File: src/sv/rwcp_pkg.sv
// Package with the shared types, codes and constants of the RIFF/WAVE chunk parser.
`timescale 1ns / 1ps

package rwcp_pkg;

    // Width of the RIFF size and of the chunk sizes, in bits
    localparam int SIZE_WIDTH_DEF = 32;

    // Configuration register map
    localparam int          CFG_ADDR_W  = 4;
    localparam logic [3:0]  ADDR_FORMAT = 4'h0;
    localparam logic [3:0]  ADDR_RATE   = 4'h4;
    localparam logic [3:0]  ADDR_CHANS  = 4'h8;

    localparam logic [15:0] FORMAT_RST = 16'd1;
    localparam logic [31:0] RATE_RST   = 32'd44100;
    localparam logic [15:0] CHANS_RST  = 16'd1;

    // Four-character codes as they sit in a little-endian shift word
    localparam logic [31:0] ID_RIFF = 32'h4646_4952;
    localparam logic [31:0] ID_WAVE = 32'h4556_4157;
    localparam logic [31:0] ID_FMT  = 32'h2074_6D66;
    localparam logic [31:0] ID_DATA = 32'h6174_6164;

    // Status codes
    localparam logic [2:0] ST_OK       = 3'd0;
    localparam logic [2:0] ST_BAD_RIFF = 3'd1;
    localparam logic [2:0] ST_BAD_WAVE = 3'd2;
    localparam logic [2:0] ST_FORMAT   = 3'd3;
    localparam logic [2:0] ST_RATE     = 3'd4;
    localparam logic [2:0] ST_CHANS    = 3'd5;
    localparam logic [2:0] ST_NO_DATA  = 3'd6;

    // Header byte offsets
    localparam logic [31:0] OFS_RIFF_END = 32'd3;
    localparam logic [31:0] OFS_SIZE_END = 32'd7;
    localparam logic [31:0] OFS_WAVE_END = 32'd11;

    typedef enum logic [2:0] {
        PH_HEADER = 3'd0,
        PH_ID     = 3'd1,
        PH_SIZE   = 3'd2,
        PH_BODY   = 3'd3,
        PH_TRAIL  = 3'd4,
        PH_STOP   = 3'd5
    } phase_t;

    // One result as it waits in the output stage
    typedef struct packed {
        logic [2:0] status;
        logic       done;
        logic       payload;
        logic [7:0] data;
    } result_t;

endpackage

File: src/sv/riff_wave_chunk_parser.sv
// Top level of the RIFF/WAVE chunk parser: byte stream in, marked byte stream out.
`timescale 1ns / 1ps
// An accepted byte goes into the result register, or the skid register while one waits.
// Throughput: one byte per cycle while the skid register is empty; per-byte work is a single
// pass of count, shift and compare logic from the parse state to the two-entry output stage.
// Reset: aresetn is synchronous and active low; it empties the output stage, returns the
// parser to the RIFF header and loads the configuration registers with their defaults.

module riff_wave_chunk_parser
    import rwcp_pkg::*;
#(
    parameter int SIZE_WIDTH = SIZE_WIDTH_DEF
) (
    input  logic                  aclk,
    input  logic                  aresetn,
    // Byte input stream
    input  logic                  s_tvalid,
    output logic                  s_tready,
    input  logic [7:0]            s_tdata,   // [7:0] file_byte
    input  logic                  s_tlast,   // last_byte
    // Result stream
    output logic                  m_tvalid,
    input  logic                  m_tready,
    output logic [15:0]           m_tdata,   // [7:0] byte_out, [10:8] status, [15:11] zero
    output logic                  m_tuser,   // is_payload
    output logic                  m_tlast,   // done_res
    // Configuration port
    input  logic                  psel,
    input  logic                  penable,
    input  logic                  pwrite,
    input  logic [CFG_ADDR_W-1:0] paddr,
    input  logic [31:0]           pwdata,
    output logic [31:0]           prdata,
    output logic                  pready
);

    localparam int BL_W = SIZE_WIDTH + 1;

    // ------------------------------------------------------------------
    // Configuration registers. The port never stalls, so a write lands on
    // the edge of its access cycle; unknown addresses are ignored.
    // ------------------------------------------------------------------
    logic [15:0] exp_format_reg;
    logic [31:0] exp_rate_reg;
    logic [15:0] exp_chans_reg;
    logic        cfg_wr;

    assign pready = 1'b1;
    assign cfg_wr = psel && penable && pwrite && pready;

    always_ff @(posedge aclk) begin
        if (!aresetn) begin
            exp_format_reg <= FORMAT_RST;
            exp_rate_reg   <= RATE_RST;
            exp_chans_reg  <= CHANS_RST;
        end else if (cfg_wr) begin
            if (paddr == ADDR_FORMAT) begin
                exp_format_reg <= pwdata[15:0];
            end
            if (paddr == ADDR_RATE) begin
                exp_rate_reg <= pwdata;
            end
            if (paddr == ADDR_CHANS) begin
                exp_chans_reg <= pwdata[15:0];
            end
        end
    end

    always_comb begin
        prdata = '0;
        if (paddr == ADDR_FORMAT) begin
            prdata = {16'd0, exp_format_reg};
        end else if (paddr == ADDR_RATE) begin
            prdata = exp_rate_reg;
        end else if (paddr == ADDR_CHANS) begin
            prdata = {16'd0, exp_chans_reg};
        end
    end

    // ------------------------------------------------------------------
    // Parse state
    // ------------------------------------------------------------------
    phase_t                phase_reg, phase_next;
    logic [31:0]           offset_reg, offset_next;      // saturating file offset
    logic [SIZE_WIDTH-1:0] riff_len_reg, riff_len_next;
    logic [31:0]           id_shift_reg, id_shift_next;  // id bytes, newest at the top
    logic [31:0]           len_shift_reg, len_shift_next;
    logic                  odd_reg, odd_next;            // current chunk has a pad byte
    logic [BL_W-1:0]       left_reg, left_next;          // body bytes to come; id/size count
    logic [3:0]            body_idx_reg, body_idx_next;  // body byte index, held at eight
    logic [63:0]           fmt_shift_reg, fmt_shift_next;
    logic [2:0]            err_reg, err_next;
    logic                  seen_reg, seen_next;          // a data chunk header completed

    logic                  accept;
    logic                  payload;
    logic [2:0]            status;
    logic [31:0]           len_word;
    logic [SIZE_WIDTH-1:0] len_masked;
    logic [BL_W-1:0]       padded;
    logic                  region_end;
    logic [63:0]           fmt_word;
    logic [15:0]           fmt_tag;
    logic [15:0]           fmt_chans;
    logic [31:0]           fmt_rate;

    assign accept = s_tvalid && s_tready;

    // The shifts below take the new byte in at the top, so after four bytes
    // the word reads as a little-endian value.
    assign len_word   = {s_tdata, len_shift_reg[31:8]};
    assign len_masked = len_word[SIZE_WIDTH-1:0];
    assign padded     = BL_W'(len_masked) + BL_W'(len_masked[0]);
    assign region_end = ({1'b0, offset_reg} >= (33'(riff_len_reg) + 33'd8));
    assign fmt_word   = {s_tdata, fmt_shift_reg[63:8]};
    assign fmt_tag    = fmt_word[15:0];
    assign fmt_chans  = fmt_word[31:16];
    assign fmt_rate   = fmt_word[63:32];

    always_comb begin
        phase_next     = phase_reg;
        offset_next    = offset_reg;
        riff_len_next  = riff_len_reg;
        id_shift_next  = id_shift_reg;
        len_shift_next = len_shift_reg;
        odd_next       = odd_reg;
        left_next      = left_reg;
        body_idx_next  = body_idx_reg;
        fmt_shift_next = fmt_shift_reg;
        err_next       = err_reg;
        seen_next      = seen_reg;
        payload        = 1'b0;

        unique case (phase_reg)
            PH_HEADER: begin
                // "RIFF", four size bytes, then "WAVE"
                id_shift_next = {s_tdata, id_shift_reg[31:8]};
                if (offset_reg == OFS_RIFF_END && id_shift_next != ID_RIFF) begin
                    err_next   = ST_BAD_RIFF;
                    phase_next = PH_STOP;
                end else if (offset_reg == OFS_SIZE_END) begin
                    riff_len_next = id_shift_next[SIZE_WIDTH-1:0];
                end else if (offset_reg == OFS_WAVE_END) begin
                    if (id_shift_next != ID_WAVE) begin
                        err_next   = ST_BAD_WAVE;
                        phase_next = PH_STOP;
                    end else begin
                        phase_next = PH_ID;
                        left_next  = '0;
                    end
                end
            end
            PH_ID: begin
                // A chunk may only start inside the RIFF region.
                if (left_reg == '0 && region_end) begin
                    phase_next = PH_TRAIL;
                end else begin
                    id_shift_next = {s_tdata, id_shift_reg[31:8]};
                    left_next     = left_reg + BL_W'(1);
                    if (left_next >= BL_W'(4)) begin
                        phase_next = PH_SIZE;
                        left_next  = '0;
                    end
                end
            end
            PH_SIZE: begin
                len_shift_next = len_word;
                left_next      = left_reg + BL_W'(1);
                if (left_next >= BL_W'(4)) begin
                    len_shift_next = 32'(len_masked);
                    odd_next       = len_masked[0];
                    fmt_shift_next = '0;
                    body_idx_next  = '0;
                    if (id_shift_reg == ID_DATA) begin
                        seen_next = 1'b1;
                    end
                    if (id_shift_reg == ID_FMT && len_masked < SIZE_WIDTH'(8)) begin
                        // fmt chunk too short to hold tag, channels and rate
                        if (err_reg == ST_OK) begin
                            err_next = ST_FORMAT;
                        end
                        phase_next = PH_STOP;
                    end else begin
                        left_next  = padded;
                        phase_next = (padded != '0) ? PH_BODY : PH_ID;
                    end
                end
            end
            PH_BODY: begin
                // Every body byte is payload of a data chunk except the pad byte,
                // which is the final byte of an odd-sized chunk.
                payload = (id_shift_reg == ID_DATA) && !(odd_reg && left_reg == BL_W'(1));
                if (id_shift_reg == ID_FMT && body_idx_reg < 4'd8) begin
                    fmt_shift_next = fmt_word;
                    if (body_idx_reg == 4'd7) begin
                        // Checked in the order format, rate, channels.
                        if (fmt_tag != exp_format_reg) begin
                            err_next   = ST_FORMAT;
                            phase_next = PH_STOP;
                        end else if (fmt_rate != exp_rate_reg) begin
                            err_next   = ST_RATE;
                            phase_next = PH_STOP;
                        end else if (fmt_chans != exp_chans_reg) begin
                            err_next   = ST_CHANS;
                            phase_next = PH_STOP;
                        end
                    end
                end
                if (body_idx_reg < 4'd8) begin
                    body_idx_next = body_idx_reg + 4'd1;
                end
                if (phase_next == PH_BODY) begin
                    left_next = left_reg - BL_W'(1);
                    if (left_next == '0) begin
                        phase_next = PH_ID;
                    end
                end
            end
            PH_TRAIL, PH_STOP: begin
                // Bytes pass through unmarked until the end of the file.
            end
            default: begin
                phase_next = PH_STOP;
            end
        endcase

        if (err_next != ST_OK) begin
            payload = 1'b0;
        end

        // "No data" is only judged on the last byte, and never over an id error.
        status = err_next;
        if (s_tlast && err_next == ST_OK && !seen_next) begin
            status = ST_NO_DATA;
        end

        if (offset_reg != 32'hFFFF_FFFF) begin
            offset_next = offset_reg + 32'd1;
        end

        // The last byte of a file leaves the parser ready for a new file.
        if (s_tlast) begin
            phase_next     = PH_HEADER;
            offset_next    = '0;
            riff_len_next  = '0;
            id_shift_next  = '0;
            len_shift_next = '0;
            odd_next       = 1'b0;
            left_next      = '0;
            body_idx_next  = '0;
            fmt_shift_next = '0;
            err_next       = ST_OK;
            seen_next      = 1'b0;
        end
    end

    always_ff @(posedge aclk) begin
        if (!aresetn) begin
            phase_reg     <= PH_HEADER;
            offset_reg    <= '0;
            riff_len_reg  <= '0;
            id_shift_reg  <= '0;
            len_shift_reg <= '0;
            odd_reg       <= 1'b0;
            left_reg      <= '0;
            body_idx_reg  <= '0;
            fmt_shift_reg <= '0;
            err_reg       <= ST_OK;
            seen_reg      <= 1'b0;
        end else if (accept) begin
            phase_reg     <= phase_next;
            offset_reg    <= offset_next;
            riff_len_reg  <= riff_len_next;
            id_shift_reg  <= id_shift_next;
            len_shift_reg <= len_shift_next;
            odd_reg       <= odd_next;
            left_reg      <= left_next;
            body_idx_reg  <= body_idx_next;
            fmt_shift_reg <= fmt_shift_next;
            err_reg       <= err_next;
            seen_reg      <= seen_next;
        end
    end

    // ------------------------------------------------------------------
    // Output stage: a result register backed by a skid register. The input
    // side keeps taking bytes while a result waits, and stalls only once
    // the skid register is also full.
    // ------------------------------------------------------------------
    result_t new_res;
    result_t out_reg;
    result_t skid_reg;
    logic    out_valid_reg;
    logic    skid_valid_reg;
    logic    pop;

    assign new_res  = '{status: status, done: s_tlast, payload: payload, data: s_tdata};
    assign s_tready = !skid_valid_reg;
    assign pop      = out_valid_reg && m_tready;

    always_ff @(posedge aclk) begin
        if (!aresetn) begin
            out_valid_reg  <= 1'b0;
            skid_valid_reg <= 1'b0;
        end else if (!out_valid_reg || pop) begin
            if (skid_valid_reg) begin
                out_valid_reg  <= 1'b1;
                skid_valid_reg <= 1'b0;
            end else begin
                out_valid_reg <= accept;
            end
        end else if (accept) begin
            skid_valid_reg <= 1'b1;
        end
    end

    always_ff @(posedge aclk) begin
        if (!out_valid_reg || pop) begin
            if (skid_valid_reg) begin
                out_reg <= skid_reg;
            end else if (accept) begin
                out_reg <= new_res;
            end
        end else if (accept) begin
            skid_reg <= new_res;
        end
    end

    assign m_tvalid = out_valid_reg;
    assign m_tdata  = {5'd0, out_reg.status, out_reg.data};
    assign m_tuser  = out_reg.payload;
    assign m_tlast  = out_reg.done;

endmodule

File: config.mk
export PLATFORM = sky130hd
export DESIGN_NAME = riff_wave_chunk_parser
export DESIGN_NICKNAME = d
export VERILOG_FILES = /design/src/sv/rwcp_pkg.sv /design/src/sv/riff_wave_chunk_parser.sv
export SDC_FILE = /design/constraint.sdc
export NUM_CORES = 1
export LEC_CHECK = 0
export ABC_AREA = 1
export BUFFER_PORTS_ARGS = -buffer_cell sky130_fd_sc_hd__buf_2
export CAP_MARGIN = 20
export CORE_MARGIN = 2
export CORE_UTILIZATION = 45
export CTS_BUF_LIST = sky130_fd_sc_hd__clkbuf_2 sky130_fd_sc_hd__clkbuf_4 sky130_fd_sc_hd__clkbuf_8
export DETAILED_ROUTE_END_ITERATION = 12
export PLACE_DENSITY = 0.58
export REMOVE_ABC_BUFFERS = 1
export SKIP_CTS_REPAIR_TIMING = 1
export SLEW_MARGIN = 20
export SYNTH_ARGS = -nofsm -noshare
export SYNTH_HDL_FRONTEND = slang
export SYNTH_SLANG_ARGS = --single-unit
File: constraint.sdc
create_clock -name aclk -period 5.8 [get_ports aclk]
set_clock_uncertainty 0.15 [all_clocks]
set_input_delay 0.87 -clock aclk [delete_from_list [all_inputs] [get_ports aclk]]
set_output_delay 0.87 -clock aclk [all_outputs]
set_load 0.02 [all_outputs]
==> impl_metrics.py <==
metrics = {
    "worst_setup_path": {
        "start_kind": "flip-flop",
        "slowest_stage": "dfxtp_1",
        "slowest_delay_ns": 0.38,
        "crit_type": "reg -> reg",
        "endpoint": "id_shift_reg[30]$_SDFFE_PN0P_",
        "arrival_ns": 4.92,
        "end_kind": "flip-flop",
        "crit_required_ns": 6.21,
        "cp_max_fo": 17,
        "cp_num_buf_inv": 3,
        "worstSetupPathDepth": 26,
        "critPathTopFamily": "simple AND/OR/NAND/NOR gates",
        "r2r-start": "riff_len_reg[3]$_SDFFE_PN0P_",
        "reg2reg_to": "id_shift_reg[30]$_SDFFE_PN0P_",
        "path_common_cell": "nand2_1",
        "critPathLaunch": "riff_len_reg[3]$_SDFFE_PN0P_",
        "r2r_setup_slack_ns": 1.29,
        "rr_worst_depth": 26,
    },
    "logic_synthesis": {
        "synth.cell_area_sq_mm": 0.0198,
        "yosysSeqAreaShare": 0.329,
        "ys_ff_latch": 313,
        "synth.most_common_cell": "nand2_1",
        "netlist_top_cells_count": "nand2_1 (675), nor2_1 (518), inv_1 (331), dfxtp_1 (287), a21oi_1 (221)",
        "synth-async-reset-ratio": 0,
        "yosys-top-cells-area": "dfxtp_1 (29%), nand2_1 (13%), nor2_1 (9.8%)",
        "syn-instance-count": 3070,
        "synthFlopType": "dfxtp_1",
        "synth_top_cell_by_area": "dfxtp_1",
        "ys_warn_count": 0,
        "yosysUniqueCellTypes": 48,
        "synth-edff-count": 26,
        "synth_top_area_frac": 0.290,
        "syn_area_per_cell_sq_um": 6.45,
    },
    "sta": {
        "finalWorstSetupSlack_ns": 1.29,
        "fmax_mhz": 222,
        "timing.hold.ws_ns": 0.292,
        "slew_headroom": 0.219,
        "fin_setup_tns_ns": 0,
        "setup_viol_count_final": 0,
        "worstMarginPinSlew_ns": 1.17,
        "fin_crit_sh": 0.778,
        "final.min_clock_period_ns": 4.51,
        "rsz0062_at_grt": "no",
        "slew_violations": 0,
        "hold_viol_final": 0,
    },
    "power": {
        "sequentialPowerShare": 0.424,
        "power.switching_w": 0.00175,
        "swShare": 0.314,
        "combPwrFrac": 0.164,
        "p_per_area_mw_per_mm2": 256,
        "intPower_w": 0.00383,
        "pwr-share-clk": 0.412,
        "peakVddDrop_mv": 0.175,
        "leakagePower_nw": 8.70,
    },
    "clock_network": {
        "cts.sinks": 313,
        "clk_latency_ns": 0.68,
        "cts_buffer_depth": 3,
        "h-tree-depth": 2,
        "cts_made_buffers": 57,
        "cts_tree": "yes",
        "cts-root-buf": "clkbuf_8",
        "clk_pin_slew_worst_paths_ns": 0.06,
    },
    "finish": {
        "area_growth_pct": 10.2,
        "drive_gt1_frac": 0.0978,
        "finalInstanceArea_sq_mm": 0.0218,
        "antennaDiodeCount": 0,
        "largest_register_ffs": 56,
        "final_nets": 3205,
    },
    "placed_design": {
        "gp_congestion": 1.02,
        "portBuffers": 98,
        "dpl-instance-area_sq_mm": 0.0206,
        "place_ws_ns": 1.36,
        "hpwl_mm": 53.1,
    },
    "floorplan": {
        "dieWidth_um": 214,
        "start_util": 0.458,
        "die_h_um": 214,
        "rows": 76,
        "dieArea_sq_mm": 0.0457,
        "pin_count": 105,
        "core_sq_mm": 0.0433,
    },
    "run": {
        "cap_violations": 0,
    },
    "global_routing": {
        "track_usage": 0.307,
        "grt_max_degree": 101,
        "grt-ovfl-total": 0,
        "grt_pass1_vias": 19408,
        "antenna_found_initial": 0,
        "grt_pass1_wl_mm": 108,
    },
    "status": {
        "status": "completed",
    },
    "drt": {
        "drc": 0,
        "antenna_left": 0,
        "drt-initial-drc-count": 1883,
        "wl_mm": 70.6,
        "dr.pass1.iters": 6,
        "via_count": 20651,
        "wire_per_inst_um": 18.9,
        "viasPerCell": 5.52,
    },
    "min_path": {
        "hold_path_class": "in -> reg",
    },
}
==> power by group through the flow <==
stage	Clock [W]	Combinational (W)	Sequential, W
6_report	0.00230	0.000916	0.00237
5_1_grt	0.00244	0.00100	0.00238
4_1_cts	0.00235	0.000897	0.00237
3_5_place_dp	0	0.000893	0.00241
3_3_place_gp	0	0.000891	0.00241
2_1_floorplan	0	0.000569	0.00239
==> cell type report <==
type,count,area (sq um)
multi-input cells,2281,11400
repair buffers,123,681
fillers,4507,21400
inverters,336,1260
clock inverters,9,91.3
clock buffers,97,1160
flip-flops and latches,313,6530
well taps,585,732
==> worst min path at each step <==
stage                                 start                              to  slack, ns  cells past startpoint
3_5_place_dp   id_shift_reg[4]$_SDFFE_PN0P_    id_shift_reg[4]$_SDFFE_PN0P_       0.30                      2
6_report                          pwdata[0]  exp_format_reg[0]$_SDFFE_PN1P_       0.29                      3
4_1_cts                           pwdata[0]  exp_format_reg[0]$_SDFFE_PN1P_       0.24                      3
5_1_grt                           pwdata[0]  exp_format_reg[0]$_SDFFE_PN1P_       0.29                      3
3_3_place_gp   id_shift_reg[2]$_SDFFE_PN0P_    id_shift_reg[2]$_SDFFE_PN0P_       0.30                      2
2_1_floorplan  id_shift_reg[7]$_SDFFE_PN0P_    id_shift_reg[7]$_SDFFE_PN0P_       0.28                      2
==> placed cells by master, fill, tap and decap left out, drive strengths merged <==
cell,instances
nand2,685
conb,6
and2,1
or2,8
buf,123
nor4,30
inv,336
nand4,95
bufinv,1
nand3,183
a31oi,3
a21oi,221
edfxtp,26
nor3,74
o2111ai,5
o22ai,1
nor3b,2
o21bai,3
clkinv,7
a2111oi,2
o221ai,2
ha,41
a221oi,1
clkinvlp,1
a211oi,47
dfxtp,287
nand3b,1
o21a,1
o31ai,2
o41ai,1
o21ai,197
xor2,70
xnor2,53
o211ai,16
nor2,530
clkbuf,97
==> tightest hold or removal path: stages <==
cell and delay, ns:
buf_2 0.10, nand2_1 0.05, nand3_1 0.06
==> cells by family after synthesis <==
kind of cell / count (synthesis) / share of synthesized area
buffers and inverters: 480 / 0.0980
flip-flops: 313 / 0.329
XOR/XNOR: 123 / 0.0544
AND/OR/NAND/NOR: 1609 / 0.344
AO/OA/AOI/OAI: 502 / 0.148
adder cells (fa/ha/maj): 41 / 0.0259
other: 2 / 0.000379
==> stage by stage <==
stage / cells / power [W] / util
2_1_floorplan: 2930 / 0.00296 / -
3_3_place_gp: 3638 / 0.00330 / 0.476
3_5_place_dp: 3638 / 0.00331 / 0.476
4_1_cts: 3744 / 0.00562 / 0.505
5_1_grt: 3744 / 0.00582 / 0.505
6_report: 3744 / 0.00559 / 0.505
==> metal layers <==
layer | up-vias | wire, um | GRT usage
met4 | 0 | 3340 | 0.151
li1 | 10107 | - | -
met3 | 173 | 5380 | 0.0507
met5 | - | 0 | 0
met1 | 9511 | 30900 | 0.408
met2 | 860 | 31000 | 0.486
Note: power is estimated with default switching activity, not from simulation.
